===== config.mk =====
export PLATFORM = sky130hd
export DESIGN_NAME = two_hop_neighbor_table_top
export DESIGN_NICKNAME = d
export VERILOG_FILES = /design/src/thnt_pkg.sv /design/src/two_hop_neighbor_table_top.sv
export SDC_FILE = /design/constraint.sdc
export NUM_CORES = 2
export LEC_CHECK = 0
export BUFFER_PORTS_ARGS = -buffer_cell sky130_fd_sc_hd__buf_4
export CORE_ASPECT_RATIO = 1.75
export CORE_MARGIN = 2
export CORE_UTILIZATION = 40
export CTS_BUF_LIST = sky130_fd_sc_hd__clkbuf_4
export CTS_CLUSTER_DIAMETER = 30
export DETAILED_ROUTE_END_ITERATION = 7
export SYNTH_ARGS = -nofsm -noshare
export SYNTH_HDL_FRONTEND = slang
export SYNTH_SLANG_ARGS = --single-unit

===== constraint.sdc =====
create_clock -name clock -period 15.08 [get_ports clock]
set_input_delay 0 -clock clock [delete_from_list [all_inputs] [get_ports clock]]
set_output_delay 0 -clock clock [all_outputs]
set_load 0.01 [all_outputs]

===== src/thnt_pkg.sv =====
// ----------------------------------------------------------------------------
// Two-hop neighbor table package
// Shared types and constants of the two-hop neighbor table.
// ----------------------------------------------------------------------------
`default_nettype none
package thnt_pkg;
   localparam int MaxNeighbors     = 16;
   localparam int MaxFarNodes      = 16;
   localparam int LinksPerNeighbor = 16;
   localparam int NbIdxW   = $clog2(MaxNeighbors);
   localparam int FarIdxW  = $clog2(MaxFarNodes);
   localparam int LinkIdxW = $clog2(LinksPerNeighbor);
   localparam int NbCntW   = $clog2(MaxNeighbors + 1);
   localparam int FarCntW  = $clog2(MaxFarNodes + 1);
   localparam int LinkCntW = $clog2(LinksPerNeighbor + 1);

   localparam logic [31:0] CostMax = 32'hFFFF_FFFF;
   localparam logic [31:0] AgeStep = 32'h1000_0000;

   typedef enum logic [1:0] {
      MODE_NB_REPORT  = 2'd0,
      MODE_TWO_HOP    = 2'd1,
      MODE_AGE_TICK   = 2'd2,
      MODE_MPR_NOTICE = 2'd3
   } mode_type;

   typedef enum logic [1:0] {
      ST_OK       = 2'd0,
      ST_FULL     = 2'd1,
      ST_UNKNOWN  = 2'd2,
      ST_OWN_ADDR = 2'd3
   } status_type;

   typedef enum logic [1:0] {
      CSR_NODE_ADDRESS = 2'd0,
      CSR_ENERGY_CAP   = 2'd1,
      CSR_COST_MULT    = 2'd2,
      CSR_LINK_DELAY   = 2'd3
   } csr_index_type;

   typedef enum logic [3:0] {
      S_IDLE, S_MUL, S_DIV, S_NB_SCAN, S_NB_DONE, S_FAR_SCAN, S_FAR_DONE,
      S_LINK_SCAN, S_LINK_DONE, S_AGE_RD, S_AGE_WR, S_OUT
   } state_type;
endpackage
`default_nettype wire


===== src/two_hop_neighbor_table_top.sv =====
// ----------------------------------------------------------------------------
// Two-hop neighbor table
// Neighbor table for mesh routing: link cost, two-hop links, aging, MPR marks.
// ----------------------------------------------------------------------------
// Usage:
// Items enter on req_ (tdata: mode, neighbor_id, energy, far_id); each
// gives one result item on rsp_ (tdata: status, entry_index, link_cost).
// Registers are written on csr_; the user must write them only while the
// block is idle; the block itself does not enforce this. One item is handled
// at a time. Entries are scanned one per cycle through a memory with a
// registered read port. A neighbor report also runs a restoring divider after
// a multiply step. A two-hop report scans neighbors, far nodes and the
// sender's links. An aging tick reads and writes back each stored neighbor in
// turn. An MPR notice takes the neighbor scan only.
// The result sits in an output register until rsp_tready; no new item is
// taken until it leaves. Reset empties both tables (counts go to zero) and
// loads the register defaults; no clearing pass is needed.
// ----------------------------------------------------------------------------
`default_nettype none
module two_hop_neighbor_table_top
   import thnt_pkg::*;
(
   input  wire logic        clock,
   input  wire logic        reset,
   input  wire logic        req_tvalid,
   output logic             req_tready,
   // mode[1:0], neighbor_id[17:2], energy[49:18], far_id[65:50]
   input  wire logic [71:0] req_tdata,
   output logic             rsp_tvalid,
   input  wire logic        rsp_tready,
   // status[1:0], entry_index[5:2], link_cost[37:6]
   output logic [39:0]      rsp_tdata,
   input  wire logic        csr_valid,
   output logic             csr_ready,
   input  wire logic [1:0]  csr_index,
   input  wire logic [31:0] csr_data
);
   // Neighbor record: id, cost, flags, link count.
   localparam int NbRecW = 16 + 32 + 2 + LinkCntW;

   logic [15:0] node_addr_ff;
   logic [31:0] energy_cap_ff, cost_mult_ff, link_delay_ff;

   state_type state_ff, state_in;
   logic [1:0]  mode_ff;
   logic [15:0] nid_ff, fid_ff;
   logic [31:0] energy_ff;
   logic [31:0] cost_ff;
   logic [63:0] rem_ff;
   logic [5:0]  dcnt_ff;
   logic [NbCntW-1:0]   nb_count_ff;
   logic [FarCntW-1:0]  far_count_ff;
   logic [NbCntW-1:0]   scan_ff;
   logic                hit_ff;
   logic [NbIdxW-1:0]   nb_idx_ff;
   logic [FarIdxW-1:0]  far_idx_ff;
   logic [1:0]  st_ff;
   logic [3:0]  idx_out_ff;
   logic [31:0] cost_out_ff;
   logic        rsp_valid_ff;
   logic        rd_pend_ff;

   // Memories
   logic [NbRecW-1:0]  nb_mem [MaxNeighbors];
   logic [15:0]        far_mem [MaxFarNodes];
   logic [FarIdxW-1:0] link_mem [MaxNeighbors*LinksPerNeighbor];
   logic [NbRecW-1:0]  nb_rd_ff;
   logic [15:0]        far_rd_ff;
   logic [FarIdxW-1:0] link_rd_ff;

   logic               nb_we;
   logic [NbIdxW-1:0]  nb_waddr, nb_raddr;
   logic [NbRecW-1:0]  nb_wdata;
   logic               far_we;
   logic [FarIdxW-1:0] far_raddr;
   logic               link_we;
   logic [NbIdxW+LinkIdxW-1:0] link_waddr, link_raddr;

   logic [15:0]         rd_id;
   logic [31:0]         rd_cost;
   logic [1:0]          rd_flags;
   logic [LinkCntW-1:0] rd_lcnt;
   assign {rd_id, rd_cost, rd_flags, rd_lcnt} = nb_rd_ff;

   always_ff @(posedge clock) begin
      if (nb_we) nb_mem[nb_waddr] <= nb_wdata;
      nb_rd_ff <= nb_mem[nb_raddr];
      if (far_we) far_mem[far_count_ff[FarIdxW-1:0]] <= fid_ff;
      far_rd_ff <= far_mem[far_raddr];
      if (link_we) link_mem[link_waddr] <= far_idx_ff;
      link_rd_ff <= link_mem[link_raddr];
   end

   logic [31:0] capped;
   assign capped = (energy_ff > energy_cap_ff) ? energy_cap_ff : energy_ff;

   // The shifted partial remainder needs 33 bits when the divisor is large.
   logic [32:0] dtrial;
   assign dtrial = rem_ff[63:31] - {1'b0, link_delay_ff};

   logic scan_end, nb_full, far_full;
   assign nb_full  = nb_count_ff == NbCntW'(MaxNeighbors);
   assign far_full = far_count_ff == FarCntW'(MaxFarNodes);

   // Next-state and memory control
   logic [NbCntW-1:0] scan_in;
   logic hit_in, rd_pend_in;
   logic [NbIdxW-1:0] nb_idx_in;
   logic [FarIdxW-1:0] far_idx_in;
   logic [NbCntW-1:0] nb_count_in;
   logic [FarCntW-1:0] far_count_in;
   logic [1:0] st_in;
   logic [3:0] idx_out_in;
   logic [31:0] cost_out_in;
   logic rsp_valid_in;
   logic accept;

   assign req_tready = (state_ff == S_IDLE) && !rsp_valid_ff;
   assign csr_ready  = 1'b1;
   assign accept     = req_tvalid && req_tready;

   always_comb begin
      state_in     = state_ff;
      scan_in      = scan_ff;
      hit_in       = hit_ff;
      rd_pend_in   = 1'b0;
      nb_idx_in    = nb_idx_ff;
      far_idx_in   = far_idx_ff;
      nb_count_in  = nb_count_ff;
      far_count_in = far_count_ff;
      st_in        = st_ff;
      idx_out_in   = idx_out_ff;
      cost_out_in  = cost_out_ff;
      rsp_valid_in = rsp_valid_ff && !rsp_tready;
      nb_we        = 1'b0;
      nb_waddr     = nb_idx_ff;
      nb_wdata     = nb_rd_ff;
      nb_raddr     = scan_ff[NbIdxW-1:0];
      far_we       = 1'b0;
      far_raddr    = scan_ff[FarIdxW-1:0];
      link_we      = 1'b0;
      link_waddr   = {nb_idx_ff, rd_lcnt[LinkIdxW-1:0]};
      link_raddr   = {nb_idx_ff, scan_ff[LinkIdxW-1:0]};
      scan_end     = 1'b0;
      case (state_ff)
         S_IDLE: begin
            scan_in = '0;
            hit_in  = 1'b0;
            if (accept) begin
               if (mode_type'(req_tdata[1:0]) == MODE_NB_REPORT) state_in = S_MUL;
               else if (mode_type'(req_tdata[1:0]) == MODE_AGE_TICK) state_in = S_AGE_RD;
               else state_in = S_NB_SCAN;
            end
         end
         S_MUL: state_in = S_DIV;
         S_DIV: if (dcnt_ff == 6'd31) state_in = S_NB_SCAN;
         S_NB_SCAN: begin
            // Memory output of the previous address is compared in the cycle after its read.
            if (rd_pend_ff && rd_id == nid_ff) begin
               hit_in   = 1'b1;
               nb_raddr = nb_idx_ff;
               state_in = S_NB_DONE;
            end else if (scan_ff == nb_count_ff) begin
               state_in = S_NB_DONE;
            end else begin
               nb_idx_in  = scan_ff[NbIdxW-1:0];
               scan_in    = scan_ff + 1'b1;
               rd_pend_in = 1'b1;
            end
         end
         S_NB_DONE: begin
            // nb_rd_ff holds the hit record, read again on the hit cycle.
            state_in = S_OUT;
            rsp_valid_in = 1'b1;
            cost_out_in  = 32'd0;
            st_in        = ST_OK;
            idx_out_in   = 4'(nb_idx_ff);
            case (mode_type'(mode_ff))
               MODE_NB_REPORT: begin
                  cost_out_in = cost_ff;
                  if (hit_ff) begin
                     nb_we    = 1'b1;
                     nb_wdata = {rd_id, cost_ff, rd_flags, rd_lcnt};
                  end else if (nb_full) begin
                     st_in = ST_FULL; idx_out_in = 4'd0;
                  end else begin
                     nb_we       = 1'b1;
                     nb_waddr    = nb_count_ff[NbIdxW-1:0];
                     nb_wdata    = {nid_ff, cost_ff, 2'b00, LinkCntW'(0)};
                     nb_count_in = nb_count_ff + 1'b1;
                     idx_out_in  = 4'(nb_count_ff);
                  end
               end
               MODE_MPR_NOTICE: begin
                  if (hit_ff) begin
                     nb_we    = 1'b1;
                     nb_wdata = {rd_id, rd_cost, rd_flags | 2'b10, rd_lcnt};
                  end else begin
                     st_in = ST_UNKNOWN; idx_out_in = 4'd0;
                  end
               end
               default: begin
                  if (!hit_ff) begin
                     st_in = ST_UNKNOWN; idx_out_in = 4'd0;
                  end else if (fid_ff == node_addr_ff) begin
                     st_in = ST_OWN_ADDR;
                  end else begin
                     rsp_valid_in = rsp_valid_ff && !rsp_tready;
                     state_in = S_FAR_SCAN;
                     scan_in  = '0;
                     hit_in   = 1'b0;
                  end
               end
            endcase
         end
         S_FAR_SCAN: begin
            nb_raddr = nb_idx_ff; // keep sender record on the read port
            if (rd_pend_ff && far_rd_ff == fid_ff) begin
               hit_in   = 1'b1;
               state_in = S_FAR_DONE;
            end else if (scan_ff == NbCntW'(far_count_ff)) begin
               state_in = S_FAR_DONE;
            end else begin
               far_idx_in = scan_ff[FarIdxW-1:0];
               scan_in    = scan_ff + 1'b1;
               rd_pend_in = 1'b1;
            end
         end
         S_FAR_DONE: begin
            nb_raddr = nb_idx_ff;
            scan_in  = '0;
            if (hit_ff) begin
               hit_in   = 1'b0;
               state_in = S_LINK_SCAN;
            end else if (far_full) begin
               st_in = ST_FULL; idx_out_in = 4'd0; cost_out_in = 32'd0;
               rsp_valid_in = 1'b1; state_in = S_OUT;
            end else begin
               far_we       = 1'b1;
               far_idx_in   = far_count_ff[FarIdxW-1:0];
               far_count_in = far_count_ff + 1'b1;
               state_in     = S_LINK_SCAN;
            end
         end
         S_LINK_SCAN: begin
            nb_raddr = nb_idx_ff;
            if (rd_pend_ff && link_rd_ff == far_idx_ff) begin
               hit_in   = 1'b1;
               state_in = S_LINK_DONE;
            end else if (scan_ff == NbCntW'(rd_lcnt)) begin
               state_in = S_LINK_DONE;
            end else begin
               scan_in    = scan_ff + 1'b1;
               rd_pend_in = 1'b1;
            end
         end
         S_LINK_DONE: begin
            nb_raddr = nb_idx_ff;
            state_in = S_OUT;
            rsp_valid_in = 1'b1;
            cost_out_in  = 32'd0;
            st_in        = ST_OK;
            idx_out_in   = 4'(far_idx_ff);
            if (!hit_ff) begin
               if (rd_lcnt == LinkCntW'(LinksPerNeighbor)) begin
                  st_in = ST_FULL; idx_out_in = 4'd0;
               end else begin
                  link_we  = 1'b1;
                  nb_we    = 1'b1;
                  nb_wdata = {rd_id, rd_cost, rd_flags, rd_lcnt + 1'b1};
               end
            end
         end
         S_AGE_RD: begin
            nb_idx_in = scan_ff[NbIdxW-1:0];
            if (scan_ff == nb_count_ff) begin
               st_in = ST_OK; idx_out_in = 4'd0; cost_out_in = 32'd0;
               rsp_valid_in = 1'b1; state_in = S_OUT;
            end else begin
               state_in = S_AGE_WR;
            end
         end
         S_AGE_WR: begin
            nb_we   = 1'b1;
            scan_in = scan_ff + 1'b1;
            if (rd_cost < CostMax - AgeStep)
               nb_wdata = {rd_id, rd_cost + AgeStep, rd_flags, rd_lcnt};
            else
               nb_wdata = {rd_id, CostMax, 2'b00, LinkCntW'(0)};
            nb_raddr = scan_in[NbIdxW-1:0];
            state_in = S_AGE_RD;
         end
         S_OUT: if (!rsp_valid_ff || rsp_tready) state_in = S_IDLE;
         default: state_in = S_IDLE;
      endcase
      if (state_ff == S_NB_SCAN || state_ff == S_AGE_RD) scan_end = 1'b1;
   end

   always_ff @(posedge clock) begin
      if (reset) begin
         state_ff      <= S_IDLE;
         node_addr_ff  <= 16'd0;
         energy_cap_ff <= CostMax;
         cost_mult_ff  <= 32'd1;
         link_delay_ff <= 32'd1;
         nb_count_ff   <= '0;
         far_count_ff  <= '0;
         rsp_valid_ff  <= 1'b0;
         rd_pend_ff    <= 1'b0;
      end else begin
         state_ff     <= state_in;
         nb_count_ff  <= nb_count_in;
         far_count_ff <= far_count_in;
         rsp_valid_ff <= rsp_valid_in;
         rd_pend_ff   <= rd_pend_in;
         if (csr_valid && csr_ready) begin
            case (csr_index_type'(csr_index))
               CSR_NODE_ADDRESS: node_addr_ff  <= csr_data[15:0];
               CSR_ENERGY_CAP:   energy_cap_ff <= csr_data;
               CSR_COST_MULT:    cost_mult_ff  <= csr_data;
               CSR_LINK_DELAY:   link_delay_ff <= csr_data;
               default: ;
            endcase
         end
      end
   end

   // Payload and datapath
   always_ff @(posedge clock) begin
      scan_ff     <= scan_in;
      hit_ff      <= hit_in;
      nb_idx_ff   <= nb_idx_in;
      far_idx_ff  <= far_idx_in;
      st_ff       <= st_in;
      idx_out_ff  <= idx_out_in;
      cost_out_ff <= cost_out_in;
      if (accept) begin
         mode_ff   <= req_tdata[1:0];
         nid_ff    <= req_tdata[17:2];
         energy_ff <= req_tdata[49:18];
         fid_ff    <= req_tdata[65:50];
      end
      if (state_ff == S_MUL) begin
         rem_ff  <= {32'd0, 32'(capped * cost_mult_ff)};
         dcnt_ff <= 6'd0;
      end else if (state_ff == S_DIV) begin
         // Restoring divide: rem_ff[63:32] partial remainder, low half quotient.
         dcnt_ff <= dcnt_ff + 6'd1;
         if (!dtrial[32])
            rem_ff <= {dtrial[31:0], rem_ff[30:0], 1'b1};
         else
            rem_ff <= {rem_ff[62:0], 1'b0};
         if (dcnt_ff == 6'd31) begin
            if (link_delay_ff == 32'd0) cost_ff <= CostMax;
            else cost_ff <= !dtrial[32] ? {rem_ff[30:0], 1'b1} : {rem_ff[30:0], 1'b0};
         end
      end
   end

   assign rsp_tvalid = rsp_valid_ff;
   assign rsp_tdata  = {2'b00, cost_out_ff, idx_out_ff, st_ff};

`ifndef SYNTHESIS
   a_no_accept_busy: assert property (@(posedge clock) disable iff (reset)
      accept |=> !req_tready)
      else $error("item accepted while busy");
   a_count_bound: assert property (@(posedge clock) disable iff (reset)
      nb_count_ff <= NbCntW'(MaxNeighbors) && far_count_ff <= FarCntW'(MaxFarNodes))
      else $error("table count beyond depth");
   a_count_step: assert property (@(posedge clock) disable iff (reset)
      !$stable(nb_count_ff) |-> nb_count_ff == $past(nb_count_ff) + 1'b1 || scan_end)
      else $error("neighbor count jumped");
`endif
endmodule
`default_nettype wire

# [After elaboration in Yosys (flattened, before gate mapping)]
# Memories as Yosys holds them, arrays and structs flattened. A register that Yosys moved wholly into a read port is not among the register bits.
# Cells that the tools add are included.
[word_totals] ff_bits=348 ramBits=2160 out_inout_bits=43 word_cells=246 memories=3
[mem_list] memory="link_mem" words=256 word_bits=4 read_ports=1 rd_clocked_by_memory_dff=1 wr=1 line="two_hop_neighbor_table_top.sv:66" text="logic [FarIdxW-1:0] link_mem [MaxNeighbors*LinksPerNeighbor];"
[mem_list] memory="nb_mem" words=16 word_bits=55 read_ports=1 rd_clocked_by_memory_dff=1 wr=1 line="two_hop_neighbor_table_top.sv:64" text="logic [NbRecW-1:0] nb_mem [MaxNeighbors];"
[mem_list] memory="far_mem" words=16 word_bits=16 read_ports=1 rd_clocked_by_memory_dff=1 wr=1 line="two_hop_neighbor_table_top.sv:65" text="logic [15:0] far_mem [MaxFarNodes];"
[op_classes] n_addsub=7 multipliers=1 n_lt_le_gt_ge=2 n_eq_ne=49 mux=120 bitwise_logic=4 n_reduce_logical=36
[op_table] cell="2-to-1 mux 32 bit" n=7
[op_table] cell="one-hot mux 55 bit (3 select lines)" n=1
[op_table] cell="2-to-1 mux 4 bit" n=36
[op_table] cell="one-hot mux 32 bit (4 select lines)" n=1
[op_table] cell="2-to-1 mux 55 bit" n=2
[op_table] cell="one-hot mux 55 bit (2 select lines)" n=1
[op_table] cell="2-to-1 mux 64 bit" n=1
[op_table] cell="2-to-1 mux 5 bit" n=11
[op_table] cell="== test 16 bit" n=3
[op_table] cell="one-hot mux 4 bit (12 select lines)" n=1
[op_table] cell="2-to-1 mux 1 bit" n=39
[op_table] cell="2-to-1 mux 39 bit" n=1
[op_table] cell="inequality test 2 bit, second input constant" n=18
[op_table] cell="subtractor 33 x 32 -> 33 bit" n=1
[op_table] cell="adder 32 x 29 -> 32 bit, second input constant" n=1
[op_table] cell="> comparator 32 bit" n=1
[op_table] cell="logical NOT 32 bit" n=1
[op_table] cell="less-than comparator 32 bit, second input constant" n=1
[op_table] cell="multiplier 32 x 32 -> 32 bit" n=1
[op_table] cell="one-hot mux 5 bit (6 select lines)" n=1
[op_table] cell="adder 5 x 1 -> 5 bit, second input constant" n=4
[op_table] cell="== test 4 x 3 -> 1 bit, second input constant" n=4
[op_table] cell="== test 4 bit, second input constant" n=4
[op_table] cell="one-hot mux 4 bit (2 select lines)" n=2
[op_table] cell="39 further kinds" n=76

# [Longest topological paths before layout]
[depth] ltp_word=7 depth_mapped=39 ltp_nobuf=36

# [Least setup slack after synthesis]
# No wires, ideal clock.
[synth_path] path_kind="register to register" from="register energy_ff[7]" to="register rem_ff[31] (data pin)" setup_time_ns=0.266 arrival_ns=9.259 t_required_ns=14.814 slack_ns=5.555 stages_incl_launch_ff=35 n_path_buf=3 synth_period_minus_slack_ns=9.525 cell_sequence="edfxtp_1 > ha_1 > a211o_1 > o311ai_2 > a31oi_1 > o32ai_4 > buf_6 > buf_6 > mux2i_1 > clkbuf_1 > nor2b_1 > fa_1 > fa_1 > fa_1 > inv_1 > fa_1 > inv_1 > fa_1 > inv_1 > fa_1 > inv_1 > fa_1 > fa_1 > ha_1 > a2111oi_0 > a21o_1 > o31a_1 > o21ai_1 > o41ai_1 > nor2_1 > a2111oi_2 > o21bai_1 > a21oi_1 > xnor2_1 > o21ai_1"
[synth_between] elab_chain_cells=4
[synth_lines] item="start, declared" line="two_hop_neighbor_table_top.sv:47" text="logic [31:0] energy_ff;"
[synth_lines] item="start signal, assigned" line="two_hop_neighbor_table_top.sv:340" text="energy_ff <= req_tdata[49:18];"
[synth_lines] item="> comparator 32 bit" line="two_hop_neighbor_table_top.sv:95" text="assign capped = (energy_ff > energy_cap_ff) ? energy_cap_ff : energy_ff;"
[synth_lines] item="2-to-1 mux 32 bit *" line="two_hop_neighbor_table_top.sv:95"
[synth_lines] item="multiplier 32 x 32 -> 32 bit *" line="two_hop_neighbor_table_top.sv:344" text="rem_ff <= {32'd0, 32'(capped * cost_mult_ff)};"
[synth_lines] item="2-to-1 mux 32 bit *" line="two_hop_neighbor_table_top.sv:343" text="if (state_ff == S_MUL) begin"
[synth_lines] item="end signal, assigned" line="two_hop_neighbor_table_top.sv:344"
[synth_lines] item="end signal, assigned" line="two_hop_neighbor_table_top.sv:350" text="rem_ff <= {dtrial[31:0], rem_ff[30:0], 1'b1};"
[synth_lines] item="end signal, assigned" line="two_hop_neighbor_table_top.sv:352" text="rem_ff <= {rem_ff[62:0], 1'b0};"
[synth_lines] item="end, declared" line="two_hop_neighbor_table_top.sv:49" text="logic [63:0] rem_ff;"
# Mark *: on every way between the ends. The rest lies on a longest branch, timed or not.
# A chain may end at the register's enable or synchronous reset.

# [Worst setup path in the final report]
[layout_path] from="register energy_ff[17]" to="register rem_ff[31] (data pin)"
# Same word-level chain as after synthesis.

==> results_dict.tcl <==
set metrics [dict create \
    peakVddDrop_mv 0.195 \
    tns_ps 0 \
    dp_slack_ps 4410 \
    portBuffers 144 \
    ctsRootBufferMaster "clkbuf_4" \
    min_path_cells 3 \
    synth_top_area_frac 0.587 \
    critPathSlowestCell "a2111oi_0" \
    htreeDepth 6 \
    skew_ps 179 \
    synth_seq_area_share 0.628 \
    pin_count 154 \
    ys_top_cells_by_count "edfxtp_1 (2310), nand2_1 (997), and2_1 (510)" \
    slew_viol_final 0 \
    hold_path.class "in2reg" \
    worst_slew_pin_slew_ps 1470 \
    rows 264 \
    fill_cells 26000 \
    hold_slack_ps 115 \
    required_ps 16100 \
    core_region_area_um2 295000 \
    yosysWarnings 0 \
    ys_ff_latch 2549 \
    ant_nets 0 \
    yosys-top-cells-area "edfxtp_1 (59%), mux4_2 (7.8%), fa_1 (6.9%)" \
    synthFlopType "edfxtp_1" \
    wl_per_cell_um 24.2 \
    power_mw 22.6 \
    synthArstFlopShare 0 \
    final.setup.worst_slack_ps 4260 \
    drtPass1Iterations 6 \
    syn-cell-area_um2 118000 \
    grt_pass1_wl_mm 475 \
    setup_violations 0 \
    cts_max_path_buffers 4 \
    r2r_end "rem_ff[31]" \
    yosys.area.top_type "edfxtp_1" \
    drive_above_1_share 0.191 \
    layout_min_cycle_time_ps 10820 \
    track_usage 0.210 \
    hold_viol_final 0 \
    antenna_found_initial 13 \
    r2r_cells 33 \
    maxCapViolations 1 \
    maxSlewHeadroom 0.0108 \
    synth_area_per_cell_um2 14.5 \
    initial_core_util 0.401 \
    worstHoldStart "req_tdata[55]" \
    synth.most_common_cell "edfxtp_1" \
    grt_pass1_vias 76800 \
    netlist_instances 8148 \
    clk_pin_slew_worst_paths_ps 80 \
    startpoint_type "flop" \
    dpl.hpwl_mm 192 \
    postCtsSetupBuffers 0 \
    finalCritPeriodShare 0.717 \
    synth_edf_count 2310 \
    grt_max_degree 255 \
    rsz0062_at_grt "no" \
    dr_total_vias 71700 \
    timing.fmax_mhz 92.4 \
    dieArea_um2 300000 \
    drc 0 \
    cp-end-kind "flop" \
    cp_common_cell "fa_1" \
    slowest_delay_ps 670 \
    leakage_nw 47.2 \
    wirelength_mm 318 \
    nNetsFinal 9562 \
    crit_type "reg2reg" \
    die_width_um 415 \
    clk_latency_ps 1350 \
    die_y_um 723 \
    pwr_density_cell_nw_per_um2 168 \
    numCtsBuffers 593 \
    rrSetupSlack_ps 4260 \
    cp_max_fo 37 \
    gp_congestion 0.853 \
    r2r_start "energy_ff[17]" \
    arrival_ps 11840 \
    area_growth_syn_to_layout_pct 14.0 \
    cts_sinks 2549 \
    vias_per_cell 5.45 \
    grt_overflow 0 \
    violations "max-capacitance violations" \
    drt_iter0_markers 5224 \
    ys_types 81 \
    outcome "finished, violations left" \
    cp-startpoint "energy_ff[17]" \
    min_to "fid_ff[5]" \
    cts_tree "yes" \
]
-- registers in the layout, summed over array words and instances (netlist names), 53 cells and up --
register / cells
link_mem: 1024
rem_ff: 64
nb_mem: 848
nb_rd_ff: 53
far_mem: 256
-- cells in the final DEF (no fill, tap or decap), types with 40 or more instances in the layout --
cell           count
clkinv_1         108
or2_2             40
nand2_1          994
buf_4            280
nand4_1           40
nor2_1           391
ha_1             203
fa_1             409
a311oi_1         107
xnor2_1          114
a31oi_1          125
o21ai_0          117
a21oi_1          259
and2_1           509
a211oi_1         275
mux4_2           408
dfxtp_1          238
nand3_1           45
edfxtp_1        2310
dlygate4sd3_1    301
nor2b_1           56
xor2_1            63
inv_1            480
clkbuf_4         879
-- per-layer routing --
layer  vias up  wire (µm)  track usage
li1      31700          -            -
met1     36800     115000        0.237
met2      2557     169000        0.386
met3       736      17900       0.0329
met4         4      15500        0.102
met5         -        187            0
-- per-stage QoR --
| stage | cell area (µm²) | instances | utilization |
|---|---|---|---|
| floorplan | 118000 | 8149 | - |
| global placement | 124000 | 11800 | 0.420 |
| detailed placement | 124000 | 11800 | 0.420 |
| CTS | 135000 | 13200 | 0.457 |
| global route | 135000 | 13200 | 0.457 |
| finish | 135000 | 13200 | 0.457 |
-- kinds of logic after synthesis --
kind of cell | synth area share
other | 0.0000636
flip-flops | 0.628
adder cells (fa/ha/maj) | 0.0908
AND/OR/NAND/NOR | 0.0889
AO/OA/AOI/OAI | 0.0634
XOR/XNOR | 0.0139
multiplexers | 0.0835
buffers and inverters | 0.0320
-- critical path, delay by kind of cell, from the launching register on --
family | cells | cell delay, ps
AO/OA/AOI/OAI | 14 | 3560
multiplexers | 1 | 630
AND/OR/NAND/NOR | 2 | 420
flip-flops | 1 | 430
buffers and inverters | 5 | 670
adder cells (fa/ha/maj) | 10 | 4610
XOR/XNOR | 1 | 140
-- timing repair --
action | CTS | global route
hold endpoints to repair | 260 | 0
hold buffers | 303 | 0
gates resized for setup | 0 | 0
-- power by group --
part | internal [mW] | switching [mW]
clock | 3.07 | 2.74
sequential | 8.49 | 0.293
combinational | 3.17 | 4.81
total | 14.7 | 7.84
-- worst max-delay path by stage --
stage	end	slack [ps]	depth (start not counted)
2_1_floorplan	rem_ff[31]	5560	34
3_3_place_gp	rem_ff[31]	4440	34
3_5_place_dp	rem_ff[31]	4410	34
4_1_cts	rem_ff[31]	4360	32
5_1_grt	rem_ff[31]	3730	33
6_report	rem_ff[31]	4260	33
-- layout make-up --
class / count / area [µm²] / area share
diodes: 10 / 25.0 / 0.000186
clock buffers: 879 / 6600 / 0.0490
clock inverters: 173 / 1360 / 0.0101
inverters: 483 / 1810 / 0.0135
multi-input cells: 4620 / 40600 / 0.301
flip-flops and latches: 2549 / 74200 / 0.551
well taps: 3857 / 4830 / 0.0358
repair buffers: 592 / 5340 / 0.0396
(Power assumes the default switching activity.)
